$ cat src/sv/tshq_pkg.sv
package tshq_pkg;

  // Field widths
  localparam int unsigned AngleW   = 16;
  localparam int unsigned SpreadW  = 15;
  localparam int unsigned ScaleW   = 12;
  localparam int unsigned FloorW   = 15;
  localparam int unsigned ScoreW   = 17;
  localparam int unsigned HoldW    = 16;
  localparam int unsigned LimitW   = 20;
  localparam int unsigned TimeW    = 32;
  localparam int unsigned CfgIdxW  = 3;
  localparam int unsigned CfgDataW = 20;

  // Datapath widths: product of scale and spread, its Q4.8 shifted tolerance,
  // absolute angle difference, saturating sums and counts
  localparam int unsigned ProdW = ScaleW + SpreadW;
  localparam int unsigned TolW  = ProdW - 8;
  localparam int unsigned DiffW = AngleW;
  localparam int unsigned SumW  = 25;
  localparam int unsigned CntW  = 6;

  localparam logic [SumW-1:0] SumMax = '1;
  localparam logic [CntW-1:0] CntMax = '1;

  // Features per vector and the least number of present measurements (70 percent, rounded down)
  localparam int unsigned         FeatureCount = 21;
  localparam logic [CntW-1:0]     SparseMin    = CntW'((FeatureCount * 7) / 10);

  // Score arithmetic: quotient of error_sum * 2^16 / tolerance_sum, one bit per step
  localparam int unsigned         FracW    = 16;
  localparam int unsigned         DivSteps = FracW;
  localparam int unsigned         StepW    = $clog2(DivSteps + 1);
  localparam logic [ScoreW-1:0]   ScoreOne = ScoreW'(1) << FracW;

  // Queue between front and back
  localparam int unsigned QueueDepth = 2;

  // Register reset values
  localparam logic [ScaleW-1:0] TolScaleRst  = ScaleW'(256);
  localparam logic [FloorW-1:0] TolFloorRst  = FloorW'(48);
  localparam logic [ScoreW-1:0] ThresholdRst = ScoreW'(57672);
  localparam logic [HoldW-1:0]  HoldRst      = HoldW'(300);
  localparam logic [LimitW-1:0] LimitRst     = LimitW'(15000);

  // Register indexes
  typedef enum logic [CfgIdxW-1:0] {
    CfgTolScale  = 3'd0,
    CfgTolFloor  = 3'd1,
    CfgThreshold = 3'd2,
    CfgHold      = 3'd3,
    CfgTimeLimit = 3'd4
  } cfg_idx_e;

  typedef struct packed {
    logic [ScaleW-1:0] tol_scale;
    logic [FloorW-1:0] tol_floor;
    logic [ScoreW-1:0] score_threshold;
    logic [HoldW-1:0]  hold_ms;
    logic [LimitW-1:0] time_limit_ms;
  } cfg_t;

  // One closed vector, handed from front to back
  typedef struct packed {
    logic [SumW-1:0]  error_sum;
    logic [SumW-1:0]  tolerance_sum;
    logic             no_score;
    logic             sparse;
    logic             new_attempt;
    logic [TimeW-1:0] time_ms;
  } vec_t;

  typedef enum logic [1:0] {
    BackIdle,
    BackDiv,
    BackQual
  } back_state_e;

endpackage

$ cat src/sv/tshq_front.sv
module tshq_front (
  input  logic                              clk_i,
  input  logic                              rst_ni,
  input  tshq_pkg::cfg_t                    cfg_i,
  input  logic                              in_valid_i,
  output logic                              in_stall_o,
  input  logic signed [tshq_pkg::AngleW-1:0] measured_i,
  input  logic signed [tshq_pkg::AngleW-1:0] template_mean_i,
  input  logic [tshq_pkg::SpreadW-1:0]      template_spread_i,
  input  logic                              measured_present_i,
  input  logic                              template_present_i,
  input  logic                              last_feature_i,
  input  logic                              new_attempt_i,
  input  logic [tshq_pkg::TimeW-1:0]        time_ms_i,
  input  logic                              q_full_i,
  output logic                              q_push_o,
  output tshq_pkg::vec_t                    q_rec_o
);

  localparam int unsigned SumW = tshq_pkg::SumW;
  localparam int unsigned TolW = tshq_pkg::TolW;
  localparam int unsigned CntW = tshq_pkg::CntW;

  logic                             accept;
  logic                             fire;
  logic [tshq_pkg::ProdW-1:0]       prod;
  logic signed [tshq_pkg::AngleW:0] diff;
  logic [tshq_pkg::AngleW:0]        diff_abs;

  logic                           a_valid_q, a_valid_d;
  logic [TolW-1:0]                a_tol_raw_q;
  logic [tshq_pkg::DiffW-1:0]     a_abs_q;
  logic                           a_mp_q, a_tp_q, a_last_q, a_new_q;
  logic [tshq_pkg::TimeW-1:0]     a_time_q;

  logic [SumW-1:0] err_sum_q, err_sum_d;
  logic [SumW-1:0] tol_sum_q, tol_sum_d;
  logic [CntW-1:0] used_cnt_q, used_cnt_d;
  logic [CntW-1:0] pres_cnt_q, pres_cnt_d;

  logic [TolW-1:0] tol;
  logic [TolW-1:0] err;
  logic [SumW:0]   err_add;
  logic [SumW:0]   tol_add;
  logic [SumW-1:0] err_next;
  logic [SumW-1:0] tol_next;
  logic [CntW-1:0] used_next;
  logic [CntW-1:0] pres_next;

  // Hold the input while a closing feature waits for queue space
  assign in_stall_o = a_valid_q & a_last_q & q_full_i;
  assign accept     = in_valid_i & ~in_stall_o;
  assign fire       = a_valid_q & ~(a_last_q & q_full_i);

  // Scale the spread and take the absolute difference ahead of the register
  assign prod     = tshq_pkg::ProdW'(cfg_i.tol_scale) * tshq_pkg::ProdW'(template_spread_i);
  assign diff     = (tshq_pkg::AngleW+1)'(measured_i) - (tshq_pkg::AngleW+1)'(template_mean_i);
  assign diff_abs = diff[tshq_pkg::AngleW] ? (tshq_pkg::AngleW+1)'(-diff)
                                           : (tshq_pkg::AngleW+1)'(diff);

  always_comb begin
    a_valid_d = a_valid_q;
    if (accept) begin
      a_valid_d = 1'b1;
    end else if (fire) begin
      a_valid_d = 1'b0;
    end
  end

  always_ff @(posedge clk_i or negedge rst_ni) begin
    if (!rst_ni) begin
      a_valid_q <= 1'b0;
    end else begin
      a_valid_q <= a_valid_d;
    end
  end

  // Capture the request
  always_ff @(posedge clk_i) begin
    if (accept) begin
      a_tol_raw_q <= prod[tshq_pkg::ProdW-1:8];
      a_abs_q     <= diff_abs[tshq_pkg::DiffW-1:0];
      a_mp_q      <= measured_present_i;
      a_tp_q      <= template_present_i;
      a_last_q    <= last_feature_i;
      a_new_q     <= new_attempt_i;
      a_time_q    <= time_ms_i;
    end
  end

  // Clamp tolerance and error, then add with saturation
  always_comb begin
    tol = (a_tol_raw_q < TolW'(cfg_i.tol_floor)) ? TolW'(cfg_i.tol_floor) : a_tol_raw_q;
    err = (TolW'(a_abs_q) > tol) ? tol : TolW'(a_abs_q);
    err_add = (SumW+1)'(err_sum_q) + (SumW+1)'(err);
    tol_add = (SumW+1)'(tol_sum_q) + (SumW+1)'(tol);
    err_next  = err_sum_q;
    tol_next  = tol_sum_q;
    used_next = used_cnt_q;
    pres_next = pres_cnt_q;
    if (a_mp_q && pres_cnt_q != tshq_pkg::CntMax) begin
      pres_next = pres_cnt_q + CntW'(1);
    end
    if (a_mp_q && a_tp_q) begin
      err_next = err_add[SumW] ? tshq_pkg::SumMax : err_add[SumW-1:0];
      tol_next = tol_add[SumW] ? tshq_pkg::SumMax : tol_add[SumW-1:0];
      if (used_cnt_q != tshq_pkg::CntMax) begin
        used_next = used_cnt_q + CntW'(1);
      end
    end
  end

  // Advance the accumulators; clear them when a vector closes
  always_comb begin
    err_sum_d  = err_sum_q;
    tol_sum_d  = tol_sum_q;
    used_cnt_d = used_cnt_q;
    pres_cnt_d = pres_cnt_q;
    if (fire) begin
      if (a_last_q) begin
        err_sum_d  = '0;
        tol_sum_d  = '0;
        used_cnt_d = '0;
        pres_cnt_d = '0;
      end else begin
        err_sum_d  = err_next;
        tol_sum_d  = tol_next;
        used_cnt_d = used_next;
        pres_cnt_d = pres_next;
      end
    end
  end

  always_ff @(posedge clk_i or negedge rst_ni) begin
    if (!rst_ni) begin
      err_sum_q  <= '0;
      tol_sum_q  <= '0;
      used_cnt_q <= '0;
      pres_cnt_q <= '0;
    end else begin
      err_sum_q  <= err_sum_d;
      tol_sum_q  <= tol_sum_d;
      used_cnt_q <= used_cnt_d;
      pres_cnt_q <= pres_cnt_d;
    end
  end

  // Hand the closed vector to the queue
  assign q_push_o              = fire & a_last_q;
  assign q_rec_o.error_sum     = err_next;
  assign q_rec_o.tolerance_sum = tol_next;
  assign q_rec_o.no_score      = (used_next == '0) || (tol_next == '0);
  assign q_rec_o.sparse        = pres_next < tshq_pkg::SparseMin;
  assign q_rec_o.new_attempt   = a_new_q;
  assign q_rec_o.time_ms       = a_time_q;

endmodule

$ cat src/sv/tshq_queue.sv
module tshq_queue #(
  parameter int unsigned DEPTH = tshq_pkg::QueueDepth
) (
  input  logic           clk_i,
  input  logic           rst_ni,
  input  logic           push_i,
  input  tshq_pkg::vec_t rec_i,
  output logic           full_o,
  input  logic           pop_i,
  output tshq_pkg::vec_t rec_o,
  output logic           empty_o
);

  localparam int unsigned PtrW = (DEPTH > 1) ? $clog2(DEPTH) : 1;
  localparam int unsigned CntW = $clog2(DEPTH + 1);
  localparam logic [PtrW-1:0] PtrLast = PtrW'(DEPTH - 1);
  localparam logic [CntW-1:0] CntFull = CntW'(DEPTH);

  tshq_pkg::vec_t  entries_q [DEPTH];
  logic [PtrW-1:0] wr_ptr_q, wr_ptr_d;
  logic [PtrW-1:0] rd_ptr_q, rd_ptr_d;
  logic [CntW-1:0] count_q, count_d;
  logic            do_push, do_pop;

  assign full_o  = (count_q == CntFull);
  assign empty_o = (count_q == '0);
  assign do_push = push_i & ~full_o;
  assign do_pop  = pop_i & ~empty_o;
  assign rec_o   = entries_q[rd_ptr_q];

  // Advance pointers with wrap and track the fill level
  always_comb begin
    wr_ptr_d = wr_ptr_q;
    rd_ptr_d = rd_ptr_q;
    count_d  = count_q;
    if (do_push) begin
      wr_ptr_d = (wr_ptr_q == PtrLast) ? '0 : wr_ptr_q + PtrW'(1);
    end
    if (do_pop) begin
      rd_ptr_d = (rd_ptr_q == PtrLast) ? '0 : rd_ptr_q + PtrW'(1);
    end
    case ({do_push, do_pop})
      2'b10:   count_d = count_q + CntW'(1);
      2'b01:   count_d = count_q - CntW'(1);
      default: count_d = count_q;
    endcase
  end

  always_ff @(posedge clk_i or negedge rst_ni) begin
    if (!rst_ni) begin
      wr_ptr_q <= '0;
      rd_ptr_q <= '0;
      count_q  <= '0;
    end else begin
      wr_ptr_q <= wr_ptr_d;
      rd_ptr_q <= rd_ptr_d;
      count_q  <= count_d;
    end
  end

  // Store the pushed vector
  always_ff @(posedge clk_i) begin
    if (do_push) begin
      entries_q[wr_ptr_q] <= rec_i;
    end
  end

endmodule

$ cat src/sv/tshq_back.sv
module tshq_back (
  input  logic                          clk_i,
  input  logic                          rst_ni,
  input  tshq_pkg::cfg_t                cfg_i,
  input  logic                          q_empty_i,
  input  tshq_pkg::vec_t                q_rec_i,
  output logic                          q_pop_o,
  output logic                          out_valid_o,
  input  logic                          out_stall_i,
  output logic [tshq_pkg::ScoreW-1:0]   score_o,
  output logic                          above_threshold_o,
  output logic                          held_o,
  output logic                          timed_out_o
);

  localparam int unsigned SumW   = tshq_pkg::SumW;
  localparam int unsigned ScoreW = tshq_pkg::ScoreW;
  localparam int unsigned TimeW  = tshq_pkg::TimeW;
  localparam int unsigned StepW  = tshq_pkg::StepW;

  tshq_pkg::back_state_e state_q, state_d;

  // Control decoded from the state
  logic load, div_step, qual_fire;
  logic out_free;

  logic [SumW-1:0]   rem_q, rem_d;
  logic [SumW-1:0]   den_q;
  logic [ScoreW-1:0] quot_q, quot_d;
  logic [StepW-1:0]  step_q, step_d;
  logic              zero_q;
  logic [TimeW-1:0]  time_q;

  logic              in_streak_q, in_streak_d;
  logic [TimeW-1:0]  streak_start_q, streak_start_d;
  logic [TimeW-1:0]  attempt_start_q, attempt_start_d;

  logic              out_valid_q, out_valid_d;
  logic [ScoreW-1:0] score_q;
  logic              above_q, held_q, tout_q;

  logic [SumW:0]     rem_shift;
  logic              rem_ge;
  logic              load_ge;
  logic [ScoreW-1:0] score;
  logic              above;
  logic [TimeW-1:0]  streak_eff;
  logic              held;
  logic              tout;

  assign out_free = ~out_valid_q | ~out_stall_i;

  // Next state
  always_comb begin
    state_d = state_q;
    unique case (state_q)
      tshq_pkg::BackIdle: begin
        if (!q_empty_i && !q_rec_i.sparse) begin
          state_d = q_rec_i.no_score ? tshq_pkg::BackQual : tshq_pkg::BackDiv;
        end
      end
      tshq_pkg::BackDiv: begin
        if (step_q == StepW'(1)) begin
          state_d = tshq_pkg::BackQual;
        end
      end
      tshq_pkg::BackQual: begin
        if (out_free) begin
          state_d = tshq_pkg::BackIdle;
        end
      end
      default: state_d = tshq_pkg::BackIdle;
    endcase
  end

  // State outputs
  always_comb begin
    load      = 1'b0;
    div_step  = 1'b0;
    qual_fire = 1'b0;
    unique case (state_q)
      tshq_pkg::BackIdle: load      = ~q_empty_i;
      tshq_pkg::BackDiv:  div_step  = 1'b1;
      tshq_pkg::BackQual: qual_fire = out_free;
      default: ;
    endcase
  end

  assign q_pop_o = load;

  always_ff @(posedge clk_i or negedge rst_ni) begin
    if (!rst_ni) begin
      state_q <= tshq_pkg::BackIdle;
    end else begin
      state_q <= state_d;
    end
  end

  // Divider: restoring, one quotient bit per cycle; top bit decided on load
  assign rem_shift = {rem_q, 1'b0};
  assign rem_ge    = rem_shift >= (SumW+1)'(den_q);
  assign load_ge   = q_rec_i.error_sum >= q_rec_i.tolerance_sum;

  always_comb begin
    rem_d  = rem_q;
    quot_d = quot_q;
    step_d = step_q;
    if (load) begin
      rem_d  = load_ge ? q_rec_i.error_sum - q_rec_i.tolerance_sum : q_rec_i.error_sum;
      quot_d = ScoreW'(load_ge);
      step_d = StepW'(tshq_pkg::DivSteps);
    end else if (div_step) begin
      rem_d  = rem_ge ? SumW'(rem_shift - (SumW+1)'(den_q)) : rem_shift[SumW-1:0];
      quot_d = {quot_q[ScoreW-2:0], rem_ge};
      step_d = step_q - StepW'(1);
    end
  end

  always_ff @(posedge clk_i) begin
    rem_q  <= rem_d;
    quot_q <= quot_d;
    step_q <= step_d;
    if (load) begin
      den_q  <= q_rec_i.tolerance_sum;
      zero_q <= q_rec_i.no_score;
      time_q <= q_rec_i.time_ms;
    end
  end

  // Score, threshold compare, hold and timeout checks
  always_comb begin
    score = (zero_q || quot_q[ScoreW-1]) ? '0 : tshq_pkg::ScoreOne - quot_q;
    above = score >= cfg_i.score_threshold;
    streak_eff = in_streak_q ? streak_start_q : time_q;
    held  = above && ((time_q - streak_eff) >= TimeW'(cfg_i.hold_ms));
    tout  = ~held && ((time_q - attempt_start_q) >= TimeW'(cfg_i.time_limit_ms));
  end

  // Update attempt and streak: new attempt on load, streak on qualify
  always_comb begin
    in_streak_d     = in_streak_q;
    streak_start_d  = streak_start_q;
    attempt_start_d = attempt_start_q;
    if (load && q_rec_i.new_attempt) begin
      attempt_start_d = q_rec_i.time_ms;
      in_streak_d     = 1'b0;
    end
    if (qual_fire) begin
      in_streak_d = above;
      if (above) begin
        streak_start_d = streak_eff;
      end
    end
  end

  always_ff @(posedge clk_i or negedge rst_ni) begin
    if (!rst_ni) begin
      in_streak_q     <= 1'b0;
      streak_start_q  <= '0;
      attempt_start_q <= '0;
    end else begin
      in_streak_q     <= in_streak_d;
      streak_start_q  <= streak_start_d;
      attempt_start_q <= attempt_start_d;
    end
  end

  // Output register: load on qualify, drop once taken
  always_comb begin
    out_valid_d = out_valid_q;
    if (qual_fire) begin
      out_valid_d = 1'b1;
    end else if (!out_stall_i) begin
      out_valid_d = 1'b0;
    end
  end

  always_ff @(posedge clk_i or negedge rst_ni) begin
    if (!rst_ni) begin
      out_valid_q <= 1'b0;
    end else begin
      out_valid_q <= out_valid_d;
    end
  end

  always_ff @(posedge clk_i) begin
    if (qual_fire) begin
      score_q <= score;
      above_q <= above;
      held_q  <= held;
      tout_q  <= tout;
    end
  end

  assign out_valid_o       = out_valid_q;
  assign score_o           = score_q;
  assign above_threshold_o = above_q;
  assign held_o            = held_q;
  assign timed_out_o       = tout_q;

endmodule

$ cat src/sv/tolerance_score_hold_qualifier_unit.sv
// Throughput: one feature request per cycle while in_stall_o is low. A closing feature
// waits in the front register until the queue has space; the back spends a load step,
// 16 divider steps and a qualify step on a scored vector and a load and a qualify step
// on an unscored one, so short vectors can fill the queue. A result passes the front
// register, the queue and the back to the output register; a sparse vector gives no result.
// Reset: asynchronous, active low; sums, counts, hold state and registers restored.
module tolerance_score_hold_qualifier_unit #(
  parameter int unsigned QUEUE_DEPTH = tshq_pkg::QueueDepth
) (
  input  logic                                clk_i,
  input  logic                                rst_ni,
  input  logic                                cfg_we_i,
  input  logic [tshq_pkg::CfgIdxW-1:0]        cfg_idx_i,
  input  logic [tshq_pkg::CfgDataW-1:0]       cfg_wdata_i,
  input  logic                                in_valid_i,
  output logic                                in_stall_o,
  input  logic signed [tshq_pkg::AngleW-1:0]  measured_i,
  input  logic signed [tshq_pkg::AngleW-1:0]  template_mean_i,
  input  logic [tshq_pkg::SpreadW-1:0]        template_spread_i,
  input  logic                                measured_present_i,
  input  logic                                template_present_i,
  input  logic                                last_feature_i,
  input  logic                                new_attempt_i,
  input  logic [tshq_pkg::TimeW-1:0]          time_ms_i,
  output logic                                out_valid_o,
  input  logic                                out_stall_i,
  output logic [tshq_pkg::ScoreW-1:0]         score_o,
  output logic                                above_threshold_o,
  output logic                                held_o,
  output logic                                timed_out_o
);

  tshq_pkg::cfg_t cfg_q, cfg_d;
  tshq_pkg::vec_t push_rec, pop_rec;
  logic           q_push, q_full, q_pop, q_empty;

  // Write configuration registers; ignore unknown indexes
  always_comb begin
    cfg_d = cfg_q;
    if (cfg_we_i) begin
      unique case (tshq_pkg::cfg_idx_e'(cfg_idx_i))
        tshq_pkg::CfgTolScale:  cfg_d.tol_scale       = cfg_wdata_i[tshq_pkg::ScaleW-1:0];
        tshq_pkg::CfgTolFloor:  cfg_d.tol_floor       = cfg_wdata_i[tshq_pkg::FloorW-1:0];
        tshq_pkg::CfgThreshold: cfg_d.score_threshold = cfg_wdata_i[tshq_pkg::ScoreW-1:0];
        tshq_pkg::CfgHold:      cfg_d.hold_ms         = cfg_wdata_i[tshq_pkg::HoldW-1:0];
        tshq_pkg::CfgTimeLimit: cfg_d.time_limit_ms   = cfg_wdata_i[tshq_pkg::LimitW-1:0];
        default: ;
      endcase
    end
  end

  always_ff @(posedge clk_i or negedge rst_ni) begin
    if (!rst_ni) begin
      cfg_q.tol_scale       <= tshq_pkg::TolScaleRst;
      cfg_q.tol_floor       <= tshq_pkg::TolFloorRst;
      cfg_q.score_threshold <= tshq_pkg::ThresholdRst;
      cfg_q.hold_ms         <= tshq_pkg::HoldRst;
      cfg_q.time_limit_ms   <= tshq_pkg::LimitRst;
    end else begin
      cfg_q <= cfg_d;
    end
  end

  tshq_front u_front (
    .clk_i              (clk_i),
    .rst_ni             (rst_ni),
    .cfg_i              (cfg_q),
    .in_valid_i         (in_valid_i),
    .in_stall_o         (in_stall_o),
    .measured_i         (measured_i),
    .template_mean_i    (template_mean_i),
    .template_spread_i  (template_spread_i),
    .measured_present_i (measured_present_i),
    .template_present_i (template_present_i),
    .last_feature_i     (last_feature_i),
    .new_attempt_i      (new_attempt_i),
    .time_ms_i          (time_ms_i),
    .q_full_i           (q_full),
    .q_push_o           (q_push),
    .q_rec_o            (push_rec)
  );

  tshq_queue #(
    .DEPTH (QUEUE_DEPTH)
  ) u_queue (
    .clk_i   (clk_i),
    .rst_ni  (rst_ni),
    .push_i  (q_push),
    .rec_i   (push_rec),
    .full_o  (q_full),
    .pop_i   (q_pop),
    .rec_o   (pop_rec),
    .empty_o (q_empty)
  );

  tshq_back u_back (
    .clk_i             (clk_i),
    .rst_ni            (rst_ni),
    .cfg_i             (cfg_q),
    .q_empty_i         (q_empty),
    .q_rec_i           (pop_rec),
    .q_pop_o           (q_pop),
    .out_valid_o       (out_valid_o),
    .out_stall_i       (out_stall_i),
    .score_o           (score_o),
    .above_threshold_o (above_threshold_o),
    .held_o            (held_o),
    .timed_out_o       (timed_out_o)
  );

endmodule

$ cat config.mk
export PLATFORM = sky130hd
export DESIGN_NAME = tolerance_score_hold_qualifier_unit
export DESIGN_NICKNAME = d
export VERILOG_FILES = /design/src/sv/tshq_pkg.sv /design/src/sv/tshq_front.sv /design/src/sv/tshq_queue.sv /design/src/sv/tshq_back.sv /design/src/sv/tolerance_score_hold_qualifier_unit.sv
export SDC_FILE = /design/constraint.sdc
export NUM_CORES = 2
export LEC_CHECK = 0
export CORE_MARGIN = 1.5
export CORE_UTILIZATION = 55
export DETAILED_ROUTE_END_ITERATION = 12
export DONT_BUFFER_PORTS = 1
export GPL_TIMING_DRIVEN = 0
export PLACE_DENSITY = 0.71
export SLEW_MARGIN = 30
export SYNTH_ARGS = -nofsm -noshare
export SYNTH_HDL_FRONTEND = slang
export SYNTH_SLANG_ARGS = --single-unit
$ cat constraint.sdc
create_clock -name clk_i -period 8.8 [get_ports clk_i]
set_clock_uncertainty 0.15 [all_clocks]
set_input_delay 0.44 -clock clk_i [delete_from_list [all_inputs] [get_ports clk_i]]
set_output_delay 0.44 -clock clk_i [all_outputs]
set_load 0.01 [all_outputs]
==> results_tabular.tex <==
\begin{tabular}{lr}
\hline
Metric & Value \\
\hline
\multicolumn{2}{l}{\textbf{Status}} \\
Outcome & complete, no violations \\
\multicolumn{2}{l}{\textbf{Logic synthesis}} \\
Multiplexer share of the synthesized area & 0.0570 \\
Synth Flop Type & sky130\_fd\_sc\_hd\_\_edfxtp\_1 \\
Combinational family with the most area after synthesis & adder cells \\
Distinct cells, synth & $\sim$90 \\
Flop and latch count out of synthesis & 581 \\
Cell count after synthesis & 3929 \\
Adder-Cell Fraction of Synth Area & 0.170 \\
YS warnings & 0 \\
Post-Synth Simple-Gate Area & 0.124 \\
Complex-gate fraction of the synthesized area & 0.147 \\
Sequential cell area fraction in the yosys report & 0.411 \\
Synthesized-area fraction occupied by xor and xnor cells & 0.0400 \\
Proportion of synthesized flip-flops having asynchronous set or reset & 0.370 \\
Post-synthesis average cell area & 10.0 sq um \\
Number of enable flip-flop cells after synthesis & 345 \\
Synthesized cell area & between 30000 and 40000 sq um \\
\multicolumn{2}{l}{\textbf{Route}} \\
Routed Wire Length & 98800 um \\
Number of antenna-violating nets in the routed design & 0 \\
Detailed-routing iteration count for the pre-antenna-repair pass & 6 \\
Drt wl/cell & around 19 um \\
Drt drc & 0 \\
Avg Vias per Cell & 5.85 \\
DRC violation total after the first TritonRoute iteration & 2393 \\
Detailed-route via count & 29.7k \\
\multicolumn{2}{l}{\textbf{Cells and area}} \\
Most common library cell in the layout ignoring fill and taps & sky130\_fd\_sc\_hd\_\_nand2\_1 \\
Area grow syn2layout & 11.0\% \\
Most frequent cells in the layout & 427 x sky130\_fd\_sc\_hd\_\_nand2\_1, 378 x sky130\_fd\_sc\_hd\_\_inv\_1, 345 x sky130\_fd\_sc\_hd\_\_edfxtp\_1 \\
Proportion of layout cells with a drive suffix above 1 & 0.0770 \\
Final design area excluding fillers & 43700 sq um \\
Number of fill cells in the layout & 5823 \\
Total Nets Final & 4640 \\
\multicolumn{2}{l}{\textbf{Clock tree}} \\
Maximum level of the CTS H-tree & 2 \\
TritonCTS Sinks & 581 \\
Clk buf depth & 3 \\
Clock tree root driver cell & sky130\_fd\_sc\_hd\_\_clkbuf\_16 \\
TritonCTS buffer count & 61 \\
Clock insertion delay at the later pin of the skew report & approximately 0.66 ns \\
Clock edge transition at the registers on the reported setup and hold paths & 0.06 ns \\
TritonCTS clock tree & built \\
\multicolumn{2}{l}{\textbf{STA}} \\
Worst-margin pin slew & 0.990 ns \\
Final Hold Violating Endpoints & 0 \\
Setup violators final & 0 \\
Tightest slew margin relative to the limit & 0.335 \\
RSZ-0062 raised after global routing & false \\
Maximum operating frequency & 121 MHz \\
Final Critical Period & 8.30 ns \\
Slew Limit Fails & 0 \\
Ratio of final minimum period to clock period & 0.943 \\
\multicolumn{2}{l}{\textbf{Placement}} \\
Final HPWL DP & 74600 um \\
Total placed instance area & 40900 sq um \\
Number of I/O port buffers & 0 \\
Final RePlAce weighted congestion & 0.924 \\
\multicolumn{2}{l}{\textbf{GRT}} \\
Aggregate global-route resource usage & 0.269 \\
Vias in the first global route & 28.7k \\
Pin count of the biggest net entering global routing & 216 \\
Total congestion overflow & 0 \\
Antenna violations before repair & 11 \\
Global-route wire length before repair & 157000 um \\
\multicolumn{2}{l}{\textbf{Setup path}} \\
Standard cell with the maximum stage delay on the critical path & sky130\_fd\_sc\_hd\_\_edfxtp\_1 \\
Nature of the critical path startpoint & register \\
Critical Path Start & u\_front.a\_tol\_raw\_q[17] \\
Worst path max stage delay & 0.48 ns \\
Critical path class & register to register \\
CP arrival & 8.54 ns \\
Endpoint type of the worst setup path & register \\
Worst EP required & approximately 9 ns \\
Cell occurring most often along the worst timing path & sky130\_fd\_sc\_hd\_\_o21a\_1 \\
Highest fanout seen on the critical path & 16 \\
Critical register-to-register path startpoint & u\_front.a\_tol\_raw\_q[17] \\
\multicolumn{2}{l}{\textbf{Die}} \\
Total die area & 73300 sq um \\
Num rows & 97 \\
Horizontal extent of the die & 271 um \\
Vertical extent of the die & 271 um \\
Initial Util & 0.559 \\
Total I/O pin count & around 130 \\
Total core area & 70500 sq um \\
\multicolumn{2}{l}{\textbf{Hold path}} \\
Worst hold start & cfg\_we\_i \\
Type of the tightest min-delay check & input pin to register \\
\multicolumn{2}{l}{\textbf{Job}} \\
Max cap viols & 0 \\
\hline
\end{tabular}
==> cell usage after synthesis, types with 11 or more instances <==
library cell                number  share of area
sky130_fd_sc_hd__nand2_1       429          0.041
sky130_fd_sc_hd__inv_1         378          0.036
sky130_fd_sc_hd__edfxtp_1      345           0.26
sky130_fd_sc_hd__ha_1          317           0.10
sky130_fd_sc_hd__nor2_1        255          0.024
sky130_fd_sc_hd__a21oi_1       244          0.031
sky130_fd_sc_hd__o21ai_0       243          0.031
sky130_fd_sc_hd__dfrtp_1       195           0.12
sky130_fd_sc_hd__clkbuf_1      136          0.013
sky130_fd_sc_hd__fa_1          136          0.069
sky130_fd_sc_hd__mux2_2        128          0.037
sky130_fd_sc_hd__xnor2_1       114          0.025
sky130_fd_sc_hd__mux2i_1        79          0.020
sky130_fd_sc_hd__a21o_1         75          0.014
sky130_fd_sc_hd__and2_1         69          0.011
sky130_fd_sc_hd__xor2_1         66          0.015
sky130_fd_sc_hd__nand3_1        65         0.0083
sky130_fd_sc_hd__nor3_1         65         0.0083
sky130_fd_sc_hd__o21a_1         49         0.0093
sky130_fd_sc_hd__a211oi_1       43         0.0082
sky130_fd_sc_hd__nor2b_1        32         0.0051
sky130_fd_sc_hd__a31oi_1        31         0.0049
sky130_fd_sc_hd__nand2b_1       29         0.0046
sky130_fd_sc_hd__o211ai_1       28         0.0053
sky130_fd_sc_hd__nand4_1        26         0.0041
sky130_fd_sc_hd__dfxtp_1        21          0.011
sky130_fd_sc_hd__dfstp_2        20          0.013
sky130_fd_sc_hd__a22o_1         18         0.0040
sky130_fd_sc_hd__and3_1         18         0.0029
sky130_fd_sc_hd__nor4_1         16         0.0025
sky130_fd_sc_hd__o21bai_1       16         0.0030
sky130_fd_sc_hd__or3_1          15         0.0024
sky130_fd_sc_hd__o31ai_1        13         0.0025
sky130_fd_sc_hd__o2111ai_1      12         0.0027
sky130_fd_sc_hd__a221oi_1       11         0.0024
==> final cells by class <==
type	count	area (sq um)	share of cell area
Multi-Input combinational cell	2822	21300	0.487
Sequential cell	581	16200	0.370
Clock buffer	74	1590	0.0362
Inverter	378	1420	0.0324
Tap cell	940	1180	0.0269
Timing Repair Buffer	85	1020	0.0233
Buffer	147	571	0.0130
Clock inverter	42	475	0.0109
Antenna cell	3	7.51	0.000172
==> kinds of logic after synthesis <==
| family | Yosys count |
|---|---|
| compound gates | 909 |
| xor+xnor | 180 |
| fa+ha+maj | 454 |
| buf+inv | 528 |
| flops | 581 |
| mux | 208 |
| other cells | 1 |
| simple gates | 1068 |
==> through the flow <==
stage	hold WS, ns	instances	setup TNS, ns	utilization	worst slack (ns)
2_1_floorplan	-0.00559	3931	0	-	0.838
3_3_place_gp	-0.00155	4871	-15.90	0.576	-0.516
3_5_place_dp	-0.00156	4882	-18.72	0.580	-0.618
4_1_cts	0.0274	5060	0	0.619	0.0287
5_1_grt	0.0560	5071	0	0.620	0.0301
6_report	0.0475	5072	0	0.620	0.504
==> worst max-delay path, delay by kind of cell (launching register included) <==
| family | cells | cell delay, ns |
|---|---|---|
| AO/OA/AOI/OAI | 16 | 3.91 |
| XOR/XNOR | 1 | 0.15 |
| adder cells (fa/ha/maj) | 3 | 0.84 |
| buffers and inverters | 1 | 0.08 |
| flip-flops | 1 | 0.48 |
| multiplexers | 2 | 0.78 |
| AND/OR/NAND/NOR | 8 | 1.63 |
==> flip-flops by register name, indices dropped and copies added, names as in the netlist, 6 cells and up <==
name	flops
u_back.time_q	32
u_front.tol_sum_q	25
u_front.a_abs_q	16
u_front.a_tol_raw_q	19
u_front.a_time_q	32
cfg_q	80
u_back.attempt_start_q	32
u_queue.entries_q	170
u_back.rem_q	25
u_front.pres_cnt_q	6
u_back.quot_q	17
u_back.score_o	17
u_back.streak_start_q	32
u_front.used_cnt_q	6
u_back.den_q	25
u_front.err_sum_q	25
==> path summary, 6_finish.rpt <==
check,end,slack [ns],depth (start not counted)
worst min-delay path,cfg_q[37],0.05,3
worst max-delay path,u_queue.entries_q[1][80],0.50,31
worst min register to register,u_queue.entries_q[1][19],0.29,0
max in group asynchronous,u_back.attempt_start_q[4],7.10,3
worst max register to register,u_queue.entries_q[1][80],0.50,31
min in group asynchronous,u_front.pres_cnt_q[0],0.19,2
==> metal layers <==
layer,vias to the layer above,global-route usage,part of all wire
met5,-,0,0.00085
met4,14,0.0820,0.032
met3,184,0.0492,0.067
met2,842,0.423,0.45
met1,14400,0.380,0.45
li1,14200,-,-
==> repair_timing <==
| action | in CTS | in global routing |
|---|---|---|
| resized for setup | 4 | 1 |
| hold endpoints to repair | 344 | 0 |
| setup buffers | 0 | 10 |
| setup endpoints to repair | 61 | 65 |
| hold buffers | 63 | 0 |
| pin swaps | 0 | 2 |
Power is not shown: default switching activity piles up to over one toggle a cycle in this logic, so the estimate is an artifact.
